File: src/rtl/cic_pkg.sv
// Package for the compact integer codec: operation codes, wire markers,
// stream widths and the single-pass encode functions.
// No dependencies.
package cic_pkg;

  // operation codes carried in s_axis_tuser
  localparam logic [1:0] OP_ENC_S = 2'd0;
  localparam logic [1:0] OP_ENC_U = 2'd1;
  localparam logic [1:0] OP_DEC_S = 2'd2;
  localparam logic [1:0] OP_DEC_U = 2'd3;

  // signed-format markers
  localparam logic [7:0] MARK_SHORT = 8'h80;
  localparam logic [7:0] MARK_LONG  = 8'h81;

  localparam int OP_W      = 2;
  localparam int VAL_W     = 32;
  localparam int BYTE_W    = 8;
  localparam int MAX_BYTES = 5;
  localparam int S_DATA_W  = 40;   // value, in_byte
  localparam int M_DATA_W  = 40;   // out_byte, decoded_value
  localparam int BUF_W     = MAX_BYTES * BYTE_W;

  // encoded bytes, first byte in the lowest bits, and their count
  typedef struct packed {
    logic [BUF_W-1:0] bytes;
    logic [2:0]       cnt;
  } enc_t;

  function automatic enc_t enc_signed(input logic [VAL_W-1:0] n);
    enc_t r;
    logic [VAL_W-1:0] off_s;
    logic [VAL_W-1:0] off_m;
    off_s = n + 32'd126;
    off_m = n + 32'h0000_8000;
    r.bytes = '0;
    if (off_s <= 32'd253) begin
      r.bytes[7:0] = n[7:0];
      r.cnt = 3'd1;
    end else if (off_m <= 32'h0000_FFFF) begin
      r.bytes[23:0] = {n[15:8], n[7:0], MARK_SHORT};
      r.cnt = 3'd3;
    end else begin
      r.bytes = {n, MARK_LONG};
      r.cnt = 3'd5;
    end
    return r;
  endfunction

  function automatic enc_t enc_unsigned(input logic [VAL_W-1:0] n);
    enc_t r;
    r.bytes = '0;
    if (|n[31:21]) begin
      r.bytes[31:0] = {n[28:21], 1'b1, n[20:14], 1'b1, n[13:7], 1'b1, n[6:0]};
      r.cnt = 3'd4;
    end else if (n[20:7] == 14'd0) begin
      r.bytes[7:0] = n[7:0];
      r.cnt = 3'd1;
    end else if (n[20:14] == 7'd0) begin
      r.bytes[15:0] = {n[14:7], 1'b1, n[6:0]};
      r.cnt = 3'd2;
    end else begin
      r.bytes[23:0] = {n[21:14], 1'b1, n[13:7], 1'b1, n[6:0]};
      r.cnt = 3'd3;
    end
    return r;
  endfunction

endpackage

File: src/rtl/compact_integer_codec_unit.sv
// Compact integer codec, top level: input register, single-pass encode and
// decode logic, result register feeding the output stream.
// Depends on cic_pkg.
//
// Flow: an accepted item waits in the input register, moves into the result
//   register once that is free, and its output beats are sent from there.
// Throughput: one input item per cycle while the output keeps up. Decode items
//   produce at most one beat; an encode item holds the output until all its
//   bytes (1 to 5) are sent, one beat per cycle while m_axis_tready is high.
// Reset (rst, synchronous, active high) empties both registers and clears the
//   decode state; no clearing pass is needed.
module compact_integer_codec_unit (
  input  logic                          clk,
  input  logic                          rst,
  input  logic                          s_axis_tvalid,
  output logic                          s_axis_tready,
  input  logic [cic_pkg::S_DATA_W-1:0]  s_axis_tdata,  // value[31:0], in_byte[39:32]
  input  logic [cic_pkg::OP_W-1:0]      s_axis_tuser,  // operation[1:0]
  output logic                          m_axis_tvalid,
  input  logic                          m_axis_tready,
  output logic [cic_pkg::M_DATA_W-1:0]  m_axis_tdata,  // out_byte[7:0], decoded_value[39:8]
  output logic                          m_axis_tlast,  // last_byte
  output logic                          m_axis_tuser   // value_ready
);
  import cic_pkg::*;

  // input register
  logic                in_valid;
  logic [OP_W-1:0]     in_op;
  logic [VAL_W-1:0]    in_val;
  logic [BYTE_W-1:0]   in_byte;

  // result register: bytes still to send (encode) or the decoded value
  logic [BUF_W-1:0]    r_data;
  logic [2:0]          r_cnt;
  logic                r_dec;

  // decode state
  logic                fmt;
  logic [2:0]          pend;
  logic [2:0]          idx;
  logic [VAL_W-1:0]    acc;
  logic                fmt_next;
  logic [2:0]          pend_next;
  logic [2:0]          idx_next;
  logic [VAL_W-1:0]    acc_next;

  logic                fmt_eff;
  logic                is_dec;
  logic                dec_emit;
  logic [VAL_W-1:0]    dec_val;
  logic [VAL_W-1:0]    acc_tmp;
  logic [VAL_W-1:0]    sh;
  enc_t                enc;

  logic                s_acc;
  logic                m_beat;
  logic                final_beat;
  logic                r_free;
  logic                move;

  assign m_axis_tvalid = (r_cnt != 3'd0);
  assign m_beat        = m_axis_tvalid && m_axis_tready;
  assign final_beat    = m_beat && (r_cnt == 3'd1);
  // result register free now, or its last beat leaves this cycle
  assign r_free        = (r_cnt == 3'd0) || final_beat;
  assign move          = in_valid && r_free;
  // input register takes a new beat when empty or while the held one moves on
  assign s_axis_tready = !in_valid || move;
  assign s_acc         = s_axis_tvalid && s_axis_tready;

  assign m_axis_tdata  = r_dec ? {r_data[VAL_W-1:0], 8'h00}
                               : {{VAL_W{1'b0}}, r_data[BYTE_W-1:0]};
  assign m_axis_tlast  = !r_dec && (r_cnt == 3'd1);
  assign m_axis_tuser  = r_dec;

  assign is_dec = (in_op == OP_DEC_S) || (in_op == OP_DEC_U);

  always_comb begin
    enc = (in_op == OP_ENC_S) ? enc_signed(in_val) : enc_unsigned(in_val);
  end

  // decode step; the operation picks the format only on a value's first byte
  always_comb begin
    fmt_eff   = (pend == 3'd0) ? (in_op == OP_DEC_U) : fmt;
    fmt_next  = fmt;
    pend_next = pend;
    idx_next  = idx;
    acc_next  = acc;
    dec_emit  = 1'b0;
    dec_val   = '0;
    acc_tmp   = acc;
    sh        = '0;
    if (is_dec) begin
      fmt_next = fmt_eff;
      if (!fmt_eff) begin
        if (pend == 3'd0) begin
          if (in_byte == MARK_SHORT) begin
            pend_next = 3'd2;
            idx_next  = 3'd0;
            acc_next  = '0;
          end else if (in_byte == MARK_LONG) begin
            pend_next = 3'd4;
            idx_next  = 3'd0;
            acc_next  = '0;
          end else begin
            dec_emit = 1'b1;
            dec_val  = {{(VAL_W-BYTE_W){in_byte[7]}}, in_byte};
          end
        end else begin
          sh        = {24'd0, in_byte} << {idx[1:0], 3'b000};
          acc_tmp   = acc | sh;
          idx_next  = idx + 3'd1;
          pend_next = pend - 3'd1;
          acc_next  = acc_tmp;
          if (pend_next == 3'd0) begin
            // short form: sign-extend from bit 15
            if (idx_next == 3'd2 && acc_tmp[15]) begin
              acc_tmp[31:16] = 16'hFFFF;
            end
            dec_emit = 1'b1;
            dec_val  = acc_tmp;
          end
        end
      end else begin
        if (pend == 3'd0) begin
          if (!in_byte[7]) begin
            dec_emit = 1'b1;
            dec_val  = {24'd0, in_byte};
          end else begin
            acc_next  = {25'd0, in_byte[6:0]};
            idx_next  = 3'd1;
            pend_next = 3'd1;
          end
        end else if (idx >= 3'd3) begin
          // fourth byte always ends; sign-extend from bit 28
          acc_tmp  = acc | {3'd0, in_byte, 21'd0};
          if (acc_tmp[28]) begin
            acc_tmp[31:29] = 3'b111;
          end
          dec_emit = 1'b1;
          dec_val  = acc_tmp;
        end else begin
          case (idx[1:0])
            2'd1:    sh = {18'd0, in_byte[6:0], 7'd0};
            2'd2:    sh = {11'd0, in_byte[6:0], 14'd0};
            default: sh = {25'd0, in_byte[6:0]};
          endcase
          acc_tmp  = acc | sh;
          acc_next = acc_tmp;
          if (!in_byte[7]) begin
            dec_emit = 1'b1;
            dec_val  = acc_tmp;
          end else begin
            idx_next = idx + 3'd1;
          end
        end
      end
      if (dec_emit) begin
        pend_next = '0;
        idx_next  = '0;
        acc_next  = '0;
      end
    end
  end

  always_ff @(posedge clk) begin
    if (rst) begin
      in_valid <= 1'b0;
    end else if (s_acc) begin
      in_valid <= 1'b1;
    end else if (move) begin
      in_valid <= 1'b0;
    end
  end

  always_ff @(posedge clk) begin
    if (s_acc) begin
      in_val  <= s_axis_tdata[VAL_W-1:0];
      in_byte <= s_axis_tdata[VAL_W+BYTE_W-1:VAL_W];
      in_op   <= s_axis_tuser;
    end
  end

  always_ff @(posedge clk) begin
    if (rst) begin
      r_cnt <= '0;
      r_dec <= 1'b0;
    end else if (move) begin
      r_dec <= is_dec;
      if (is_dec) begin
        r_cnt <= dec_emit ? 3'd1 : 3'd0;
      end else begin
        r_cnt <= enc.cnt;
      end
    end else if (m_beat) begin
      r_cnt <= r_cnt - 3'd1;
    end
  end

  always_ff @(posedge clk) begin
    if (move) begin
      r_data <= is_dec ? {8'd0, dec_val} : enc.bytes;
    end else if (m_beat) begin
      r_data <= {8'd0, r_data[BUF_W-1:BYTE_W]};
    end
  end

  always_ff @(posedge clk) begin
    if (rst) begin
      fmt  <= 1'b0;
      pend <= '0;
      idx  <= '0;
      acc  <= '0;
    end else if (move && is_dec) begin
      fmt  <= fmt_next;
      pend <= pend_next;
      idx  <= idx_next;
      acc  <= acc_next;
    end
  end

  // checks
  a_cnt_range: assert property (@(posedge clk) disable iff (rst)
    r_cnt <= 3'd5)
    else $error("result count out of range");

  a_dec_single: assert property (@(posedge clk) disable iff (rst)
    m_axis_tvalid && r_dec |-> r_cnt == 3'd1 && !m_axis_tlast)
    else $error("decode result spans more than one beat");

  a_enc_continues: assert property (@(posedge clk) disable iff (rst)
    m_beat && !m_axis_tlast && !r_dec |=> m_axis_tvalid && !r_dec)
    else $error("encoded value cut short");

  a_pend_range: assert property (@(posedge clk) disable iff (rst)
    pend <= 3'd4)
    else $error("pending byte count out of range");

  a_emit_idle: assert property (@(posedge clk) disable iff (rst)
    move && is_dec && dec_emit |=> pend == 3'd0 && idx == 3'd0)
    else $error("decode state not cleared after a value");

endmodule

File: config.mk
export PLATFORM = sky130hd
export DESIGN_NAME = compact_integer_codec_unit
export DESIGN_NICKNAME = d
export VERILOG_FILES = /design/src/rtl/cic_pkg.sv /design/src/rtl/compact_integer_codec_unit.sv
export SDC_FILE = /design/constraint.sdc
export NUM_CORES = 1
export LEC_CHECK = 0
export ABC_AREA = 1
export BUFFER_PORTS_ARGS = -buffer_cell sky130_fd_sc_hd__buf_2
export CAP_MARGIN = 10
export CORE_MARGIN = 2
export CORE_UTILIZATION = 50
export DETAILED_ROUTE_END_ITERATION = 16
export PLACE_DENSITY = 0.7
export REMOVE_ABC_BUFFERS = 1
export SYNTH_ARGS = -nofsm -noshare
export SYNTH_HDL_FRONTEND = slang
export SYNTH_SLANG_ARGS = --single-unit
File: constraint.sdc
create_clock -name clk -period 7.35 [get_ports clk]
set_input_delay 1.47 -clock clk [delete_from_list [all_inputs] [get_ports clk]]
set_output_delay 1.47 -clock clk [all_outputs]
set_load 0.02 [all_outputs]
==> impl_metrics.env <==
export IMPL_synth_seq_area_share_pct=37.5
export IMPL_setup_worst_path_class="in2reg"
export IMPL_p_int_uw=1930
export IMPL_wl_per_cell_um=18.0
export IMPL_tightest_slew_ns=1.04
export IMPL_postCtsResizedCells=0
export IMPL_fin_ws_ns=3.46
export IMPL_period_needed_ns=3.89
export IMPL_h_tree_depth=4
export IMPL_syn_area_um2=8910
export IMPL_hp_start="acc[21]"
export IMPL_cts_buffers=17
export IMPL_initial_core_util_pct=51.3
export IMPL_clock_latency_ns=0.43
export IMPL_cp_required_ns=7.64
export IMPL_rsz0062_at_grt="false"
export IMPL_grt_pass1_vias=8090
export IMPL_max_stage_delay_ns=0.45
export IMPL_final_hold_viol_count=0
export IMPL_drive_above_1_share_pct=15.4
export IMPL_min_period_over_period_pct=52.9
export IMPL_hpwlAfterDp_um=19500
export IMPL_relSlewSlack_pct=30.3
export IMPL_port_buffers=89
export IMPL_first_pass_iters=6
export IMPL_drt_iter0_drc=1198
export IMPL_worstPathArrival_ns=4.18
export IMPL_drt_vias_per_instance=5.79
export IMPL_row_count=48
export IMPL_switching_share_pct=42.2
export IMPL_antenna_found_initial=0
export IMPL_hp_class="reg2reg"
export IMPL_r2r_start="pend[0]"
export IMPL_routed_wl_um=27500
export IMPL_num_antenna_cells=0
export IMPL_num_vias=8870
export IMPL_synth_area_per_cell_um2=7.16
export IMPL_drc=0
export IMPL_pin_count=90
export IMPL_place_inst=1501
export IMPL_gp_congestion=0.985
export IMPL_cp_max_fo=49
export IMPL_postSynth_asyncResetShare_pct=0
export IMPL_fmax_mhz=257
export IMPL_ys_types=47
export IMPL_ys_ff_latch=126
export IMPL_clk_pin_slew_ns=0.06
export IMPL_dieArea_um2=18900
export IMPL_cts_hold_buf=0
export IMPL_power_density_nw_per_um2=334
export IMPL_track_usage_pct=30.0
export IMPL_p_leak_uw=0.00437
export IMPL_cpMaxStageDelayCell="inv_2"
export IMPL_die_width_um=137
export IMPL_worstPathCellList="buf_2 -> nand2_1 -> o21ai_1 -> inv_2 -> nor2_4 -> inv_2 -> nor2_8 -> inv_2 -> a21oi_4 -> inv_2 -> a21oi_1 -> a211oi_2"
export IMPL_p_comb_share_pct=37.7
export IMPL_fp_dieH_um=137
export IMPL_grt_max_degree=50
export IMPL_critPathCaptureType="register"
export IMPL_core_um2=17400
export IMPL_final_cell_area_um2=9970
export IMPL_cts_max_path_buffers=2
export IMPL_grt_ovfl_total=0
export IMPL_postSynthCellCount=1243
export IMPL_crit_path_frequent_cell="inv_2"
export IMPL_cts_num_sinks=126
export IMPL_pwr_share_seq_pct=36.4
export IMPL_startpoint_type="input pin"
export IMPL_max_cap_violations=0
export IMPL_post_place_ws_ns=3.08
export IMPL_skew_ns=0.00671
export IMPL_grt_pass1_wl_um=43400
export IMPL_cp_startpoint="m_axis_tready"
export IMPL_area_growth_pct=11.9
export IMPL_ys_warn_count=0
export IMPL_tritoncts="built"
export IMPL_final_max_slew_violation_count=0
export IMPL_hold_slack_ns=0.484
export IMPL_p_switching_uw=1410
export IMPL_pwr_share_clk_pct=25.9
export IMPL_post_cts_buffers=0
export IMPL_run_status="finished, final reports clean"
export IMPL_synth_edf_count=82
export IMPL_ir_drop_mv=0.264
export IMPL_setup_tns_ns=0
export IMPL_setup_violations_final=0
export IMPL_root_buffer="clkbuf_16"
export IMPL_ant_nets=0
export IMPL_placed_area_um2=9370
export IMPL_num_nets_final=1355
export IMPL_layoutNonFillerInstCount=1533
export IMPL_synthFlopType="edfxtp_1"
per-stage QoR:
stage | util [%] | total power (µW)
after global placement | 54.0 | 2440
after detailed placement | 54.0 | 2450
final | 57.4 | 3330
after global routing | 57.4 | 3530
after CTS | 57.4 | 3310
after floorplan | - | 2030
state kept, by name, summed over array words and instances (netlist names):
name / flops
in_op: 2
fmt: 1
pend: 3
m_axis_tuser: 1
r_cnt: 3
idx: 3
in_val: 32
in_byte: 8
in_valid: 1
r_data: 40
acc: 32
area by class of cell:
type	instances	area, µm²
multi-input cells	877	4580
repair buffers	95	490
clock inverters	15	170
clock buffers	17	425
flip-flops and latches	126	3340
fillers	1664	7390
well taps	225	282
inverters	178	671
kinds of logic after synthesis:
kind of cell / Yosys count / share of synthesized area [%]
simple gates: 495 / 25.1
xor+xnor: 16 / 1.57
compound gates: 352 / 22.8
flops: 126 / 37.5
fa+ha+maj: 14 / 1.97
buf+inv: 240 / 11.0
critical path, delay by kind of cell:
family	cells	cell delay, ns
AO/OA/AOI/OAI	4	0.79
AND/OR/NAND/NOR	3	0.72
buffers and inverters	5	1.18
synth_stat cells (all sizes together), types with 2 or more instances:
master | number | area [µm²]
clkinv | 2 | 7.51
ha | 14 | 175
o31ai | 6 | 45.0
nor2 | 127 | 589
edfxtp | 82 | 2460
a22oi | 3 | 22.5
nand4 | 20 | 125
nor4 | 4 | 25.0
o211ai | 2 | 15.0
nand3 | 63 | 363
nor3 | 13 | 75.1
inv | 176 | 663
o21ai | 140 | 704
a31oi | 14 | 87.6
o22ai | 16 | 100
clkbuf | 34 | 128
a211oi | 37 | 328
nand2 | 267 | 1050
xor2 | 16 | 140
buf | 28 | 183
dfxtp | 44 | 881
a21oi | 129 | 687
per-layer routing:
metal	up-vias	routed length (µm)	GRT usage, %
met2	490	12000	45.3
met4	0	730	9.56
li1	4286	-	-
met1	4032	12100	42.7
met5	-	0	0
met3	62	2730	6.48
path summary, 6_finish.rpt:
path	endpoint	slack (ns)	cells after the start
setup / recovery	acc[27]	3.46	12
hold / removal	acc[21]	0.48	2
setup reg to reg	r_data[26]	3.56	14
hold reg to reg	acc[21]	0.48	2
power by group through the flow:
| stage | clock network (µW) | logic, µW | registers, µW |
|---|---|---|---|
| after floorplan | 0 | 868 | 1160 |
| after global placement | 0 | 1220 | 1220 |
| after detailed placement | 0 | 1240 | 1220 |
| after CTS | 867 | 1240 | 1210 |
| after global routing | 893 | 1400 | 1230 |
| final | 863 | 1260 | 1210 |
placed cells by master (no fill, tap or decap), drive strengths merged, types with 20 or more instances in the layout:
cell type and instances:
a211oi 37, a21oi 129, buf 95, dfxtp 44
edfxtp 82, inv 178, nand2 267, nand3 63
nand4 20, nor2 127, o21ai 140
Power figures use the tool's default switching activity.
